--- config.mk ---
export PLATFORM = sky130hd
export DESIGN_NAME = sha256_message_digest_core
export DESIGN_NICKNAME = d
export VERILOG_FILES = /design/src/sha256md_pkg.sv /design/src/sha256md_sched.sv /design/src/sha256md_round.sv /design/src/sha256_message_digest_core.sv
export VERILOG_INCLUDE_DIRS = /design/src /design/src/src
export SDC_FILE = /design/constraint.sdc
export NUM_CORES = 2
export LEC_CHECK = 0
export BUFFER_PORTS_ARGS = -buffer_cell sky130_fd_sc_hd__buf_4
export CAP_MARGIN = 25
export CORE_MARGIN = 1.5
export CORE_UTILIZATION = 55
export DETAILED_ROUTE_END_ITERATION = 16
export PLACE_DENSITY = 0.71
export RECOVER_POWER = 50
export SETUP_SLACK_MARGIN = 0.15
export SYNTH_ARGS = -nofsm -noshare
export SYNTH_HDL_FRONTEND = slang
export SYNTH_SLANG_ARGS = --single-unit
--- constraint.sdc ---
create_clock -name clk -period 14.5 [get_ports clk]
set_input_delay 0.725 -clock clk [delete_from_list [all_inputs] [get_ports clk]]
set_output_delay 0.725 -clock clk [all_outputs]
set_load 0.01 [all_outputs]
--- src/assert_macros.svh ---
// ----------------------------------------------------------------------------
// assert_macros.svh
// Assertion macros used by the RTL of the digest core.
// ----------------------------------------------------------------------------
`ifndef ASSERT_MACROS_SVH
`define ASSERT_MACROS_SVH

// Check that a condition implies another in the same cycle.
`define ASSERT_SAME(label, clk, rst_n, cond, expr) \
    label: assert property (@(posedge clk) disable iff (!rst_n) (cond) |-> (expr)) \
        else $error("same-cycle check failed");

// Check that a condition implies another in the next cycle.
`define ASSERT_NEXT(label, clk, rst_n, cond, expr) \
    label: assert property (@(posedge clk) disable iff (!rst_n) (cond) |=> (expr)) \
        else $error("next-cycle check failed");

`endif

--- src/sha256md_pkg.sv ---
// ----------------------------------------------------------------------------
// sha256md_pkg
// Types, constants and helper functions of the SHA-256 digest core.
// ----------------------------------------------------------------------------
package sha256md_pkg;

    // Sequencer states
    typedef enum logic [2:0] {
        ST_IDLE,
        ST_PAD,
        ST_ROUND,
        ST_FINAL,
        ST_OUT
    } state_t;

    // Padding phases after the last message word
    typedef enum logic [2:0] {
        PH_NONE,
        PH_MARK,
        PH_ZERO,
        PH_LENLO,
        PH_DONE
    } phase_t;

    // Eight 32-bit words, index 0 is a / H0
    typedef logic [7:0][31:0] words8_t;

    // Control from the sequencer to the schedule window
    typedef struct packed {
        logic        step;
        logic        load;
        logic [31:0] word;
    } sched_ctrl_t;

    localparam logic [31:0] PAD_MARKER = 32'h8000_0000;

    localparam logic [31:0] INIT_HASH [8] = '{
        32'h6a09e667, 32'hbb67ae85, 32'h3c6ef372, 32'ha54ff53a,
        32'h510e527f, 32'h9b05688c, 32'h1f83d9ab, 32'h5be0cd19
    };

    localparam logic [31:0] ROUND_K [64] = '{
        32'h428A2F98, 32'h71374491, 32'hB5C0FBCF, 32'hE9B5DBA5,
        32'h3956C25B, 32'h59F111F1, 32'h923F82A4, 32'hAB1C5ED5,
        32'hD807AA98, 32'h12835B01, 32'h243185BE, 32'h550C7DC3,
        32'h72BE5D74, 32'h80DEB1FE, 32'h9BDC06A7, 32'hC19BF174,
        32'hE49B69C1, 32'hEFBE4786, 32'h0FC19DC6, 32'h240CA1CC,
        32'h2DE92C6F, 32'h4A7484AA, 32'h5CB0A9DC, 32'h76F988DA,
        32'h983E5152, 32'hA831C66D, 32'hB00327C8, 32'hBF597FC7,
        32'hC6E00BF3, 32'hD5A79147, 32'h06CA6351, 32'h14292967,
        32'h27B70A85, 32'h2E1B2138, 32'h4D2C6DFC, 32'h53380D13,
        32'h650A7354, 32'h766A0ABB, 32'h81C2C92E, 32'h92722C85,
        32'hA2BFE8A1, 32'hA81A664B, 32'hC24B8B70, 32'hC76C51A3,
        32'hD192E819, 32'hD6990624, 32'hF40E3585, 32'h106AA070,
        32'h19A4C116, 32'h1E376C08, 32'h2748774C, 32'h34B0BCB5,
        32'h391C0CB3, 32'h4ED8AA4A, 32'h5B9CCA4F, 32'h682E6FF3,
        32'h748F82EE, 32'h78A5636F, 32'h84C87814, 32'h8CC70208,
        32'h90BEFFFA, 32'hA4506CEB, 32'hBEF9A3F7, 32'hC67178F2
    };

    // Rotate a word right by a fixed amount
    function automatic logic [31:0] rotr(input logic [31:0] x, input int unsigned n);
        rotr = (x >> n) | (x << (32 - n));
    endfunction

endpackage

--- src/sha256md_sched.sv ---
// ----------------------------------------------------------------------------
// sha256md_sched
// Sixteen-word message schedule window, shifted once per push or round.
// ----------------------------------------------------------------------------
module sha256md_sched (
    input  logic                     clk,
    input  sha256md_pkg::sched_ctrl_t ctrl,
    output logic [31:0]              w_cur
);

    logic [15:0][31:0] win_reg;
    logic [31:0]       s0;
    logic [31:0]       s1;
    logic [31:0]       w_new;

    // Expand the next schedule word from the window taps
    always_comb
    begin
        s0 = sha256md_pkg::rotr(win_reg[1], 7) ^ sha256md_pkg::rotr(win_reg[1], 18)
           ^ (win_reg[1] >> 3);
        s1 = sha256md_pkg::rotr(win_reg[14], 17) ^ sha256md_pkg::rotr(win_reg[14], 19)
           ^ (win_reg[14] >> 10);
        w_new = s1 + win_reg[9] + s0 + win_reg[0];
    end

    // Shift down and append a loaded or expanded word
    always_ff @(posedge clk)
    begin
        if (ctrl.step)
        begin
            for (int i = 0; i < 15; i++)
            begin
                win_reg[i] <= win_reg[i + 1];
            end
            win_reg[15] <= ctrl.load ? ctrl.word : w_new;
        end
    end

    assign w_cur = win_reg[0];

endmodule

--- src/sha256md_round.sv ---
// ----------------------------------------------------------------------------
// sha256md_round
// One SHA-256 compression round on the working variables a..h.
// ----------------------------------------------------------------------------
module sha256md_round (
    input  sha256md_pkg::words8_t vars_in,
    input  logic [31:0]           w,
    input  logic [31:0]           k,
    output sha256md_pkg::words8_t vars_out
);

    logic [31:0] sig0;
    logic [31:0] sig1;
    logic [31:0] ch;
    logic [31:0] maj;
    logic [31:0] t1;
    logic [31:0] t2;

    // Compute both temporaries and rotate the variables
    always_comb
    begin
        sig1 = sha256md_pkg::rotr(vars_in[4], 6) ^ sha256md_pkg::rotr(vars_in[4], 11)
             ^ sha256md_pkg::rotr(vars_in[4], 25);
        ch   = (vars_in[4] & vars_in[5]) ^ (~vars_in[4] & vars_in[6]);
        sig0 = sha256md_pkg::rotr(vars_in[0], 2) ^ sha256md_pkg::rotr(vars_in[0], 13)
             ^ sha256md_pkg::rotr(vars_in[0], 22);
        maj  = (vars_in[0] & vars_in[1]) ^ (vars_in[0] & vars_in[2])
             ^ (vars_in[1] & vars_in[2]);
        t1   = vars_in[7] + sig1 + ch + k + w;
        t2   = sig0 + maj;
        vars_out[7] = vars_in[6];
        vars_out[6] = vars_in[5];
        vars_out[5] = vars_in[4];
        vars_out[4] = vars_in[3] + t1;
        vars_out[3] = vars_in[2];
        vars_out[2] = vars_in[1];
        vars_out[1] = vars_in[0];
        vars_out[0] = t1 + t2;
    end

endmodule

--- src/sha256_message_digest_core.sv ---
// ----------------------------------------------------------------------------
// sha256_message_digest_core
// SHA-256 digest of a word stream with padding and length appended in hardware.
// ----------------------------------------------------------------------------
// Usage:
//   Slave stream carries message words: tdata holds the 32-bit word with the
//   first byte in bits 31..24 and the valid byte count in bits 34..32; tlast
//   marks the final word, whose byte count (0..4) is honored.
//   Master stream returns eight digest words, H0 first, with their index in
//   tdata bits 34..32 and tlast on the eighth word.
// Flow:
//   Words that do not complete a 64-byte block are accepted back to back.
//   The sixteenth word of a block starts 64 rounds on the single round unit,
//   followed by the hash update. After the last word, padding words are
//   pushed one after another, each padded block again runs the rounds and
//   the hash update, then eight digest transfers follow.
//   s_tready is low while rounds, padding or digest output are under way.
// Reset and stall:
//   Reset loads the initial hash values and clears counters. A stalled
//   receiver holds the current digest word; the core resumes on the next
//   transfer and returns to the initial hash after the eighth.
// ----------------------------------------------------------------------------
`include "assert_macros.svh"

module sha256_message_digest_core (
    input  logic        clk,
    input  logic        rst_n,
    input  logic        s_tvalid,
    output logic        s_tready,
    input  logic [39:0] s_tdata,   // data_word[31:0], valid_bytes[34:32], zero fill
    input  logic        s_tlast,   // last
    output logic        m_tvalid,
    input  logic        m_tready,
    output logic [39:0] m_tdata,   // digest_word[31:0], word_index[34:32], zero fill
    output logic        m_tlast    // digest_last
);

    sha256md_pkg::state_t      state_reg, state_next;
    sha256md_pkg::phase_t      phase_reg, phase_next;
    sha256md_pkg::words8_t     hash_reg, hash_next;
    sha256md_pkg::words8_t     vars_reg, vars_next;
    sha256md_pkg::words8_t     vars_round;
    sha256md_pkg::sched_ctrl_t sched_ctrl;
    logic [5:0]                round_reg, round_next;
    logic [3:0]                wib_reg, wib_next;
    logic [63:0]               bitlen_reg, bitlen_next;
    logic [2:0]                idx_reg, idx_next;
    logic [31:0]               w_cur;
    logic [31:0]               data_word;
    logic [2:0]                valid_bytes;
    logic [2:0]                nb_sat;
    logic [31:0]               tail_word;
    logic                      push_en;
    logic [31:0]               push_word;

    assign data_word   = s_tdata[31:0];
    assign valid_bytes = s_tdata[34:32];

    sha256md_sched u_sched (
        .clk   (clk),
        .ctrl  (sched_ctrl),
        .w_cur (w_cur)
    );

    sha256md_round u_round (
        .vars_in  (vars_reg),
        .w        (w_cur),
        .k        (sha256md_pkg::ROUND_K[round_reg]),
        .vars_out (vars_round)
    );

    // Clamp the byte count and merge the marker into a short last word
    always_comb
    begin
        nb_sat = (valid_bytes > 3'd4) ? 3'd4 : valid_bytes;
        case (nb_sat)
            3'd0:    tail_word = sha256md_pkg::PAD_MARKER;
            3'd1:    tail_word = {data_word[31:24], 24'h80_0000};
            3'd2:    tail_word = {data_word[31:16], 16'h8000};
            3'd3:    tail_word = {data_word[31:8], 8'h80};
            default: tail_word = data_word;
        endcase
    end

    // Sequence pushes, rounds, hash update and digest output
    always_comb
    begin
        state_next  = state_reg;
        phase_next  = phase_reg;
        hash_next   = hash_reg;
        vars_next   = vars_reg;
        round_next  = round_reg;
        wib_next    = wib_reg;
        bitlen_next = bitlen_reg;
        idx_next    = idx_reg;
        push_en     = 1'b0;
        push_word   = '0;
        s_tready    = 1'b0;
        m_tvalid    = 1'b0;
        case (state_reg)
            sha256md_pkg::ST_IDLE:
            begin
                s_tready = 1'b1;
                if (s_tvalid)
                begin
                    push_en = 1'b1;
                    if (!s_tlast)
                    begin
                        push_word   = data_word;
                        bitlen_next = bitlen_reg + 64'd32;
                    end
                    else
                    begin
                        push_word   = tail_word;
                        bitlen_next = bitlen_reg + {58'd0, nb_sat, 3'd0};
                        phase_next  = (nb_sat == 3'd4) ? sha256md_pkg::PH_MARK
                                                       : sha256md_pkg::PH_ZERO;
                    end
                    if (wib_reg == 4'd15)
                    begin
                        state_next = sha256md_pkg::ST_ROUND;
                    end
                    else if (s_tlast)
                    begin
                        state_next = sha256md_pkg::ST_PAD;
                    end
                end
            end
            sha256md_pkg::ST_PAD:
            begin
                push_en = 1'b1;
                case (phase_reg)
                    sha256md_pkg::PH_MARK:
                    begin
                        push_word  = sha256md_pkg::PAD_MARKER;
                        phase_next = sha256md_pkg::PH_ZERO;
                    end
                    sha256md_pkg::PH_ZERO:
                    begin
                        if (wib_reg == 4'd14)
                        begin
                            push_word  = bitlen_reg[63:32];
                            phase_next = sha256md_pkg::PH_LENLO;
                        end
                    end
                    sha256md_pkg::PH_LENLO:
                    begin
                        push_word  = bitlen_reg[31:0];
                        phase_next = sha256md_pkg::PH_DONE;
                    end
                    default:
                    begin
                        push_word = '0;
                    end
                endcase
                if (wib_reg == 4'd15)
                begin
                    state_next = sha256md_pkg::ST_ROUND;
                end
            end
            sha256md_pkg::ST_ROUND:
            begin
                vars_next  = vars_round;
                round_next = round_reg + 6'd1;
                if (round_reg == 6'd63)
                begin
                    state_next = sha256md_pkg::ST_FINAL;
                end
            end
            sha256md_pkg::ST_FINAL:
            begin
                for (int i = 0; i < 8; i++)
                begin
                    hash_next[i] = hash_reg[i] + vars_reg[i];
                end
                if (phase_reg == sha256md_pkg::PH_DONE)
                begin
                    state_next = sha256md_pkg::ST_OUT;
                end
                else if (phase_reg != sha256md_pkg::PH_NONE)
                begin
                    state_next = sha256md_pkg::ST_PAD;
                end
                else
                begin
                    state_next = sha256md_pkg::ST_IDLE;
                end
            end
            sha256md_pkg::ST_OUT:
            begin
                m_tvalid = 1'b1;
                if (m_tready)
                begin
                    idx_next = idx_reg + 3'd1;
                    if (idx_reg == 3'd7)
                    begin
                        for (int i = 0; i < 8; i++)
                        begin
                            hash_next[i] = sha256md_pkg::INIT_HASH[i];
                        end
                        bitlen_next = '0;
                        phase_next  = sha256md_pkg::PH_NONE;
                        state_next  = sha256md_pkg::ST_IDLE;
                    end
                end
            end
            default:
            begin
                state_next = sha256md_pkg::ST_IDLE;
            end
        endcase

        // Count pushed words and load the working variables on a full block
        if (push_en)
        begin
            wib_next = wib_reg + 4'd1;
            if (wib_reg == 4'd15)
            begin
                vars_next  = hash_reg;
                round_next = '0;
            end
        end
    end

    // Drive the schedule window
    always_comb
    begin
        sched_ctrl.step = push_en || (state_reg == sha256md_pkg::ST_ROUND);
        sched_ctrl.load = push_en;
        sched_ctrl.word = push_word;
    end

    // Hold sequencer and hash state
    always_ff @(posedge clk or negedge rst_n)
    begin
        if (!rst_n)
        begin
            state_reg  <= sha256md_pkg::ST_IDLE;
            phase_reg  <= sha256md_pkg::PH_NONE;
            vars_reg   <= '0;
            round_reg  <= '0;
            wib_reg    <= '0;
            bitlen_reg <= '0;
            idx_reg    <= '0;
            for (int i = 0; i < 8; i++)
            begin
                hash_reg[i] <= sha256md_pkg::INIT_HASH[i];
            end
        end
        else
        begin
            state_reg  <= state_next;
            phase_reg  <= phase_next;
            hash_reg   <= hash_next;
            vars_reg   <= vars_next;
            round_reg  <= round_next;
            wib_reg    <= wib_next;
            bitlen_reg <= bitlen_next;
            idx_reg    <= idx_next;
        end
    end

    // Present the current digest word
    assign m_tdata = {5'd0, idx_reg, hash_reg[idx_reg]};
    assign m_tlast = (idx_reg == 3'd7);

    `ASSERT_SAME(a_out_blocks_in, clk, rst_n, m_tvalid, !s_tready)
    `ASSERT_NEXT(a_round_end, clk, rst_n,
        (state_reg == sha256md_pkg::ST_ROUND) && (round_reg == 6'd63),
        state_reg == sha256md_pkg::ST_FINAL)
    `ASSERT_NEXT(a_digest_clear, clk, rst_n, m_tvalid && m_tready && m_tlast,
        (wib_reg == 4'd0) && (bitlen_reg == 64'd0) && s_tready)
    `ASSERT_SAME(a_round_block_start, clk, rst_n,
        (state_reg == sha256md_pkg::ST_ROUND) && (round_reg == 6'd0), wib_reg == 4'd0)

endmodule

* Word level (Yosys, flattened, before mapping)
Memories as Yosys holds them, arrays and structs flattened.
Cells that the tools add are included.
** Word-level totals
- Flip-flop bits (word level) :: 1107
- Memories kept :: 1
- Output and inout port bits :: 43
- Bits in read-only memories :: 2048
- Bits of input ports :: 45
** Memory list
- (name not given) :: depth 64, width 32, rd ports 1, clocked after memory_dff 0, write ports 0, line sha256_message_digest_core.sv:68 : .k (sha256md_pkg::ROUND_K[round_reg]),
** Operators by class
- Mux-type cells :: 46
- Order comparisons :: 3
- Add/subtract/negate cells :: 23
- Equality and inequality tests :: 25
- Bitwise logic cells :: 28
- Reduce and logical (&&, ||, !) cells :: 12
** Operators by type and width (number)
- $mux W256 :: 5
- $add A32 B32 Y32 :: 18
- $pmux W256 S2 :: 1
- $xor A32 B32 Y32 :: 9
- $mux W64 :: 4
- $mux W32 :: 7
- $and A32 B32 Y32 :: 5
- $pmux W32 S4 :: 1
- $pmux W64 S2 :: 1
- $bmux W32 S3 :: 1
- $pmux W32 S3 :: 1
- $add A64 B6 Y64 :: 1
- $add A64 B6 Y64 const B :: 1
- $pmux W32 S2 :: 1
- $mux W3 :: 12
- $not A32 Y32 :: 1
- $or A10 B32 Y32 :: 1
- $or A13 B32 Y32 :: 1
- $or A14 B32 Y32 :: 1
- $or A15 B32 Y32 :: 1
- $or A19 B32 Y32 :: 1
- $or A21 B32 Y32 :: 1
- $or A25 B32 Y32 :: 1
- $or A26 B32 Y32 :: 1
- other kinds (34) :: 60

* Logic depth before layout (Yosys ltp)
- Depth in word-level cells :: 11
- Mapped depth :: 39
- Mapped depth without buffers :: 35

* Modules after synthesis
From an unflattened synthesis, not the netlist that was laid out.
** Unflattened totals
- Cell total of the unflattened synthesis :: 7362
- Area, all modules :: 74096.1 um2
** Modules (own cells, without submodules)
- sha256_message_digest_core :: cells an instance 4791, area an instance 42300.6 um2, times used 1, seq. area each 14984.4 um2
- sha256md_sched :: cells an instance 1157, area an instance 20427.1 um2, times used 1, seq. area each 15374.7 um2
- sha256md_round :: cells an instance 1414, area an instance 11368.4 um2, times used 1, seq. area each 0.0 um2

* Worst setup path after synthesis
OpenSTA, ideal clock, no wires.
- Kind :: register -> register
- Start :: register state_reg[2]
- End :: register u_sched.win_reg (netlist bit u_sched.w_cur[0]), enable pin
- Stages on the path, launching flop included :: 7
- Data arrival time :: 9.686 ns
- Slack :: 1.134 ns
- Data required time :: 10.820 ns
- Setup time :: 3.680 ns
- Period minus slack after synthesis :: 13.366 ns
- Buffers on the path :: 3
- Path through :: dfrtp_1 -> clkbuf_1 -> or3b_2 -> clkbuf_1 -> and2_0 -> clkbuf_1 -> nand2_1
** RTL lines
- start, declared :: line sha256_message_digest_core.sv:38 : sha256md_pkg::state_t state_reg, state_next;
- start signal, assigned :: line sha256_message_digest_core.sv:238 : state_reg <= sha256md_pkg::ST_IDLE;
- start signal, assigned :: line sha256_message_digest_core.sv:252 : state_reg <= state_next;
- end signal, assigned by index :: line sha256md_sched.sv:33 : win_reg[i] <= win_reg[i + 1];
- end, declared :: line sha256md_sched.sv:11 : logic [15:0][31:0] win_reg;

==> summary.md <==
| Metric | Value |
|---|---|
| Status | `complete, but fails checks` |
| Violated checks | `max-capacitance violations, max-slew violations` |
| Minimum setup slack in the final design | `5.005 ns` |
| Synthesized flop and latch total | `approximately 1,100` |
| Cell occurring most often along the worst timing path | `sky130_fd_sc_hd__a21oi_1` |
| Cell area after placement | `just over 70,000 sq um` |
| TritonCTS clock tree | `yes` |
| Crit path max-delay cell type | `sky130_fd_sc_hd__dfrtp_1` |
| Number of hold violations in the final report | `0` |
| Via count | `between 50,000 and 60,000` |
| Cells after Synth | `around 7,000` |
| Cell area after layout | `76,360 sq um` |
| Max Fclk | `~0.11 GHz` |
| Least-Margin Pin Slew | `between 5 and 6 ns` |
| Max-slew headroom | `-249.6%` |
| HPWL after detailed placement | `~160,000 um` |
| Top cells by area in the synthesized netlist | `sky130_fd_sc_hd__edfxtp_1, sky130_fd_sc_hd__dfrtp_1, sky130_fd_sc_hd__ha_1, sky130_fd_sc_hd__fa_1, sky130_fd_sc_hd__xnor2_1` |
| Initial cell density of the core | `a little under three fifths` |
| Max FFs per register | `between 400 and 500` |
| Vias/cell | `roughly 6.4` |
| Number of distinct library cells after synthesis | `105` |
| Root buffer cell | `sky130_fd_sc_hd__clkbuf_16` |
| Crit. End Element | `flip-flop` |
| Worst-Skew Late Latency | `about 0.81 ns` |
| CP Class | `flip-flop to flip-flop` |
| Width of the die | `between 300 and 400 um` |
| Prevailing post-synth register cell | `sky130_fd_sc_hd__edfxtp_1` |
| Max rail drop VDD | `approximately 0.00011 V` |
| Num rows | `131` |
| Remaining antenna violation count after routing | `0` |
| Core area | `roughly 130,000 sq um` |
| Fin crit share | `about two thirds` |
| DRT Wirelength | `approximately 220,000 um` |
| Area enclosed by the die boundary | `130,500 sq um` |
| First-pass GRT wire length | `335,100 um` |
| Routed met3 length | `approximately 20,000 um` |
| Worst Path Max Fanout | `17` |
| PwrDens | `around 85 nW/um^2` |
| Core Util, Final | `around 60%` |
| GR Overflow Total | `0` |
| Setup TNS Final | `0 ns` |
| Leakage power | `31.48 nW` |
| Clock buffers created by TritonCTS | `117` |
| Final Setup Violations | `0` |
| Hold-fix buffers, CTS | `0` |
| Layout cell share with drive strength beyond 1 | `under 10%` |
| CP Launch Type | `flip-flop` |
| Clock input transition at the sequential cells of the worst setup and hold paths | `0.06 ns` |
| Initial antenna violation count | `2` |
| Proportion of netlist area held by the largest area contributor | `between 20% and 30%` |
| Critical Path Stages | `31` |
| Count of unresolved DRC violations after routing | `0` |
| Synth-to-layout area growth | `8.215%` |
| H-tree level count | `3` |
| Routed wl met2 | `slightly below 100,000 um` |
| Power after layout | `between 0.006 and 0.007 W` |
| Top Ports | `~90` |
| Post-CTS resize count | `0` |
| CP arrival | `roughly 10 ns` |
| Vias in the first global route | `52,670` |
| Cell class contributing the biggest share of worst-path delay | `compound AO/OA/AOI/OAI gates` |
| Worst Reg-to-Reg Cells | `31` |
| Hold crit path type | `primary input to flip-flop` |
| Buffer count from post-CTS setup fixing | `0` |
| Worst slack, placed | `5.148 ns` |
| Data required time of the worst path | `15.09 ns` |
| Height of the die | `361.2 um` |
| Register area share after synthesis | `between 40% and 50%` |
| Hold depth | `3` |
| Routed met1 length | `between 90,000 and 100,000 um` |
| Number of max-slew violations in the final report | `781` |
| MaxCap Viol Count | `15` |
| Synth warnings | `0` |
| Worst clock skew on the final layout | `~0.08 ns` |
| Routed WL per cell | `25.74 um` |
| Fraction of synthesis flops using an asynchronous set or reset pin | `around 54%` |
| Number of synthesized flops with an enable pin | `between 500 and 600` |
| Maximum number of pins on one net before global-route repair | `around 210` |
| IO buf count | `77` |
| Top routing layer in use | `met4` |
| Number of clock sinks | `roughly 1,100` |
| Area of the mapped netlist | `~71,000 sq um` |
| Final min period | `approximately 9.5 ns` |
| Drt initial violations | `6,096` |
| # nets final | `about 7,600` |
| Final Wtd Congestion | `around 1.0` |
| Crit path buf inv count | `2` |
| 1st-pass router iterations | `7` |
| Largest stage delay on the critical path | `approximately 0.85 ns` |
| GRT Util Overall | `roughly 34%` |
| Leading area contributor after synthesis | `sky130_fd_sc_hd__edfxtp_1` |
| Clock Path Buffers | `3` |
| Avg Synthesized Cell Area | `10.02 sq um` |
| RSZ-0062 raised after global routing | `false` |
cells in the mapped netlist, types with 28 or more instances:
master,count
sky130_fd_sc_hd__a211oi_1,52
sky130_fd_sc_hd__a21o_1,167
sky130_fd_sc_hd__a21oi_1,548
sky130_fd_sc_hd__a22oi_1,36
sky130_fd_sc_hd__a31oi_1,250
sky130_fd_sc_hd__and3_1,47
sky130_fd_sc_hd__buf_1,33
sky130_fd_sc_hd__clkbuf_1,337
sky130_fd_sc_hd__dfrtp_1,456
sky130_fd_sc_hd__dfstp_2,136
sky130_fd_sc_hd__edfxtp_1,512
sky130_fd_sc_hd__fa_1,196
sky130_fd_sc_hd__ha_1,404
sky130_fd_sc_hd__inv_1,273
sky130_fd_sc_hd__maj3_1,30
sky130_fd_sc_hd__mux2_2,46
sky130_fd_sc_hd__mux2i_1,34
sky130_fd_sc_hd__mux4_2,68
sky130_fd_sc_hd__nand2_1,777
sky130_fd_sc_hd__nand2b_1,72
sky130_fd_sc_hd__nand3_1,134
sky130_fd_sc_hd__nand4_1,30
sky130_fd_sc_hd__nor2_1,635
sky130_fd_sc_hd__nor2b_1,61
sky130_fd_sc_hd__nor3_1,113
sky130_fd_sc_hd__o211ai_1,36
sky130_fd_sc_hd__o21a_1,59
sky130_fd_sc_hd__o21ai_0,411
sky130_fd_sc_hd__o21bai_1,47
sky130_fd_sc_hd__o221ai_1,28
sky130_fd_sc_hd__o31ai_1,34
sky130_fd_sc_hd__xnor2_1,420
sky130_fd_sc_hd__xor2_1,192
cell families after synthesis:
family / Yosys count / synth area share, %
adder cells (fa/ha/maj): 630 / 13.15
AO/OA/AOI/OAI: 1893 / 16.78
other: 1 / 0.005314
flip-flops: 1104 / 43.02
XOR/XNOR: 612 / 7.596
multiplexers: 148 / 3.387
buffers and inverters: 656 / 3.569
AND/OR/NAND/NOR: 2000 / 12.49
metal layers:
metal	track usage [%]	up-vias
met1	46.35	27310
met2	51.90	2598
met3	7.103	526
met4	17.21	0
li1	-	24990
met5	0	-
through the flow:
| step | std cells | hold slack [ns] |
|---|---|---|
| 4_1_cts | 8690 | 0.01253 |
| 3_5_place_dp | 8469 | 0.4045 |
| 5_1_grt | 8693 | 0.2084 |
| 2_1_floorplan | 7048 | 0.4003 |
| 3_3_place_gp | 8468 | 0.4005 |
| 6_report | 8697 | 0.2069 |
cell usage in the layout, fill, tap and decap left out, drive strengths merged, types with 196 or more instances in the layout:
master    n
a21oi   549
o21ai   422
a31oi   251
nand2   777
inv     274
nor2    636
xnor2   420
ha      404
fa      196
dfrtp   456
edfxtp  512
final timing paths:
path | slack [ns] | to | from
max | 5.00 | vars_reg[28] | round_reg[0]
max reg2reg | 5.00 | vars_reg[28] | round_reg[0]
min | 0.21 | u_sched.win_reg[492] | s_tdata[12]
min in group asynchronous | 1.92 | hash_reg[222] | rst_n
max in group asynchronous | 5.16 | bitlen_reg[61] | rst_n
min reg2reg | 0.40 | u_sched.win_reg[452] | u_sched.win_reg[484]
cell type report:
class                      instances  area [sq um]
antenna                            4         10.01
clock buffer                     157          3208
clock inverter                    64         809.5
fill                           10560         50990
inverter                         273          1025
multi-input combinational       5288         37740
sequential                      1104         30370
tap                             1662          2079
timing repair buffer             145          1116
power breakdown:
| part | switching [W] | internal (W) |
|---|---|---|
| sequential | 0 | 0.00326 |
| combinational | 0.0000403 | 0.00000830 |
| clock | 0.00134 | 0.00181 |
worst register-to-register path, delay by kind of cell (launching register included):
| kind | cells | cell delay, ns |
|---|---|---|
| adder cells (fa/ha/maj) | 5 | 2.20 |
| buffers and inverters | 2 | 0.56 |
| AND/OR/NAND/NOR | 4 | 0.80 |
| flip-flops | 1 | 0.85 |
| XOR/XNOR | 2 | 0.38 |
| AO/OA/AOI/OAI | 18 | 4.57 |
Note: power is estimated with default switching activity, not from simulation.
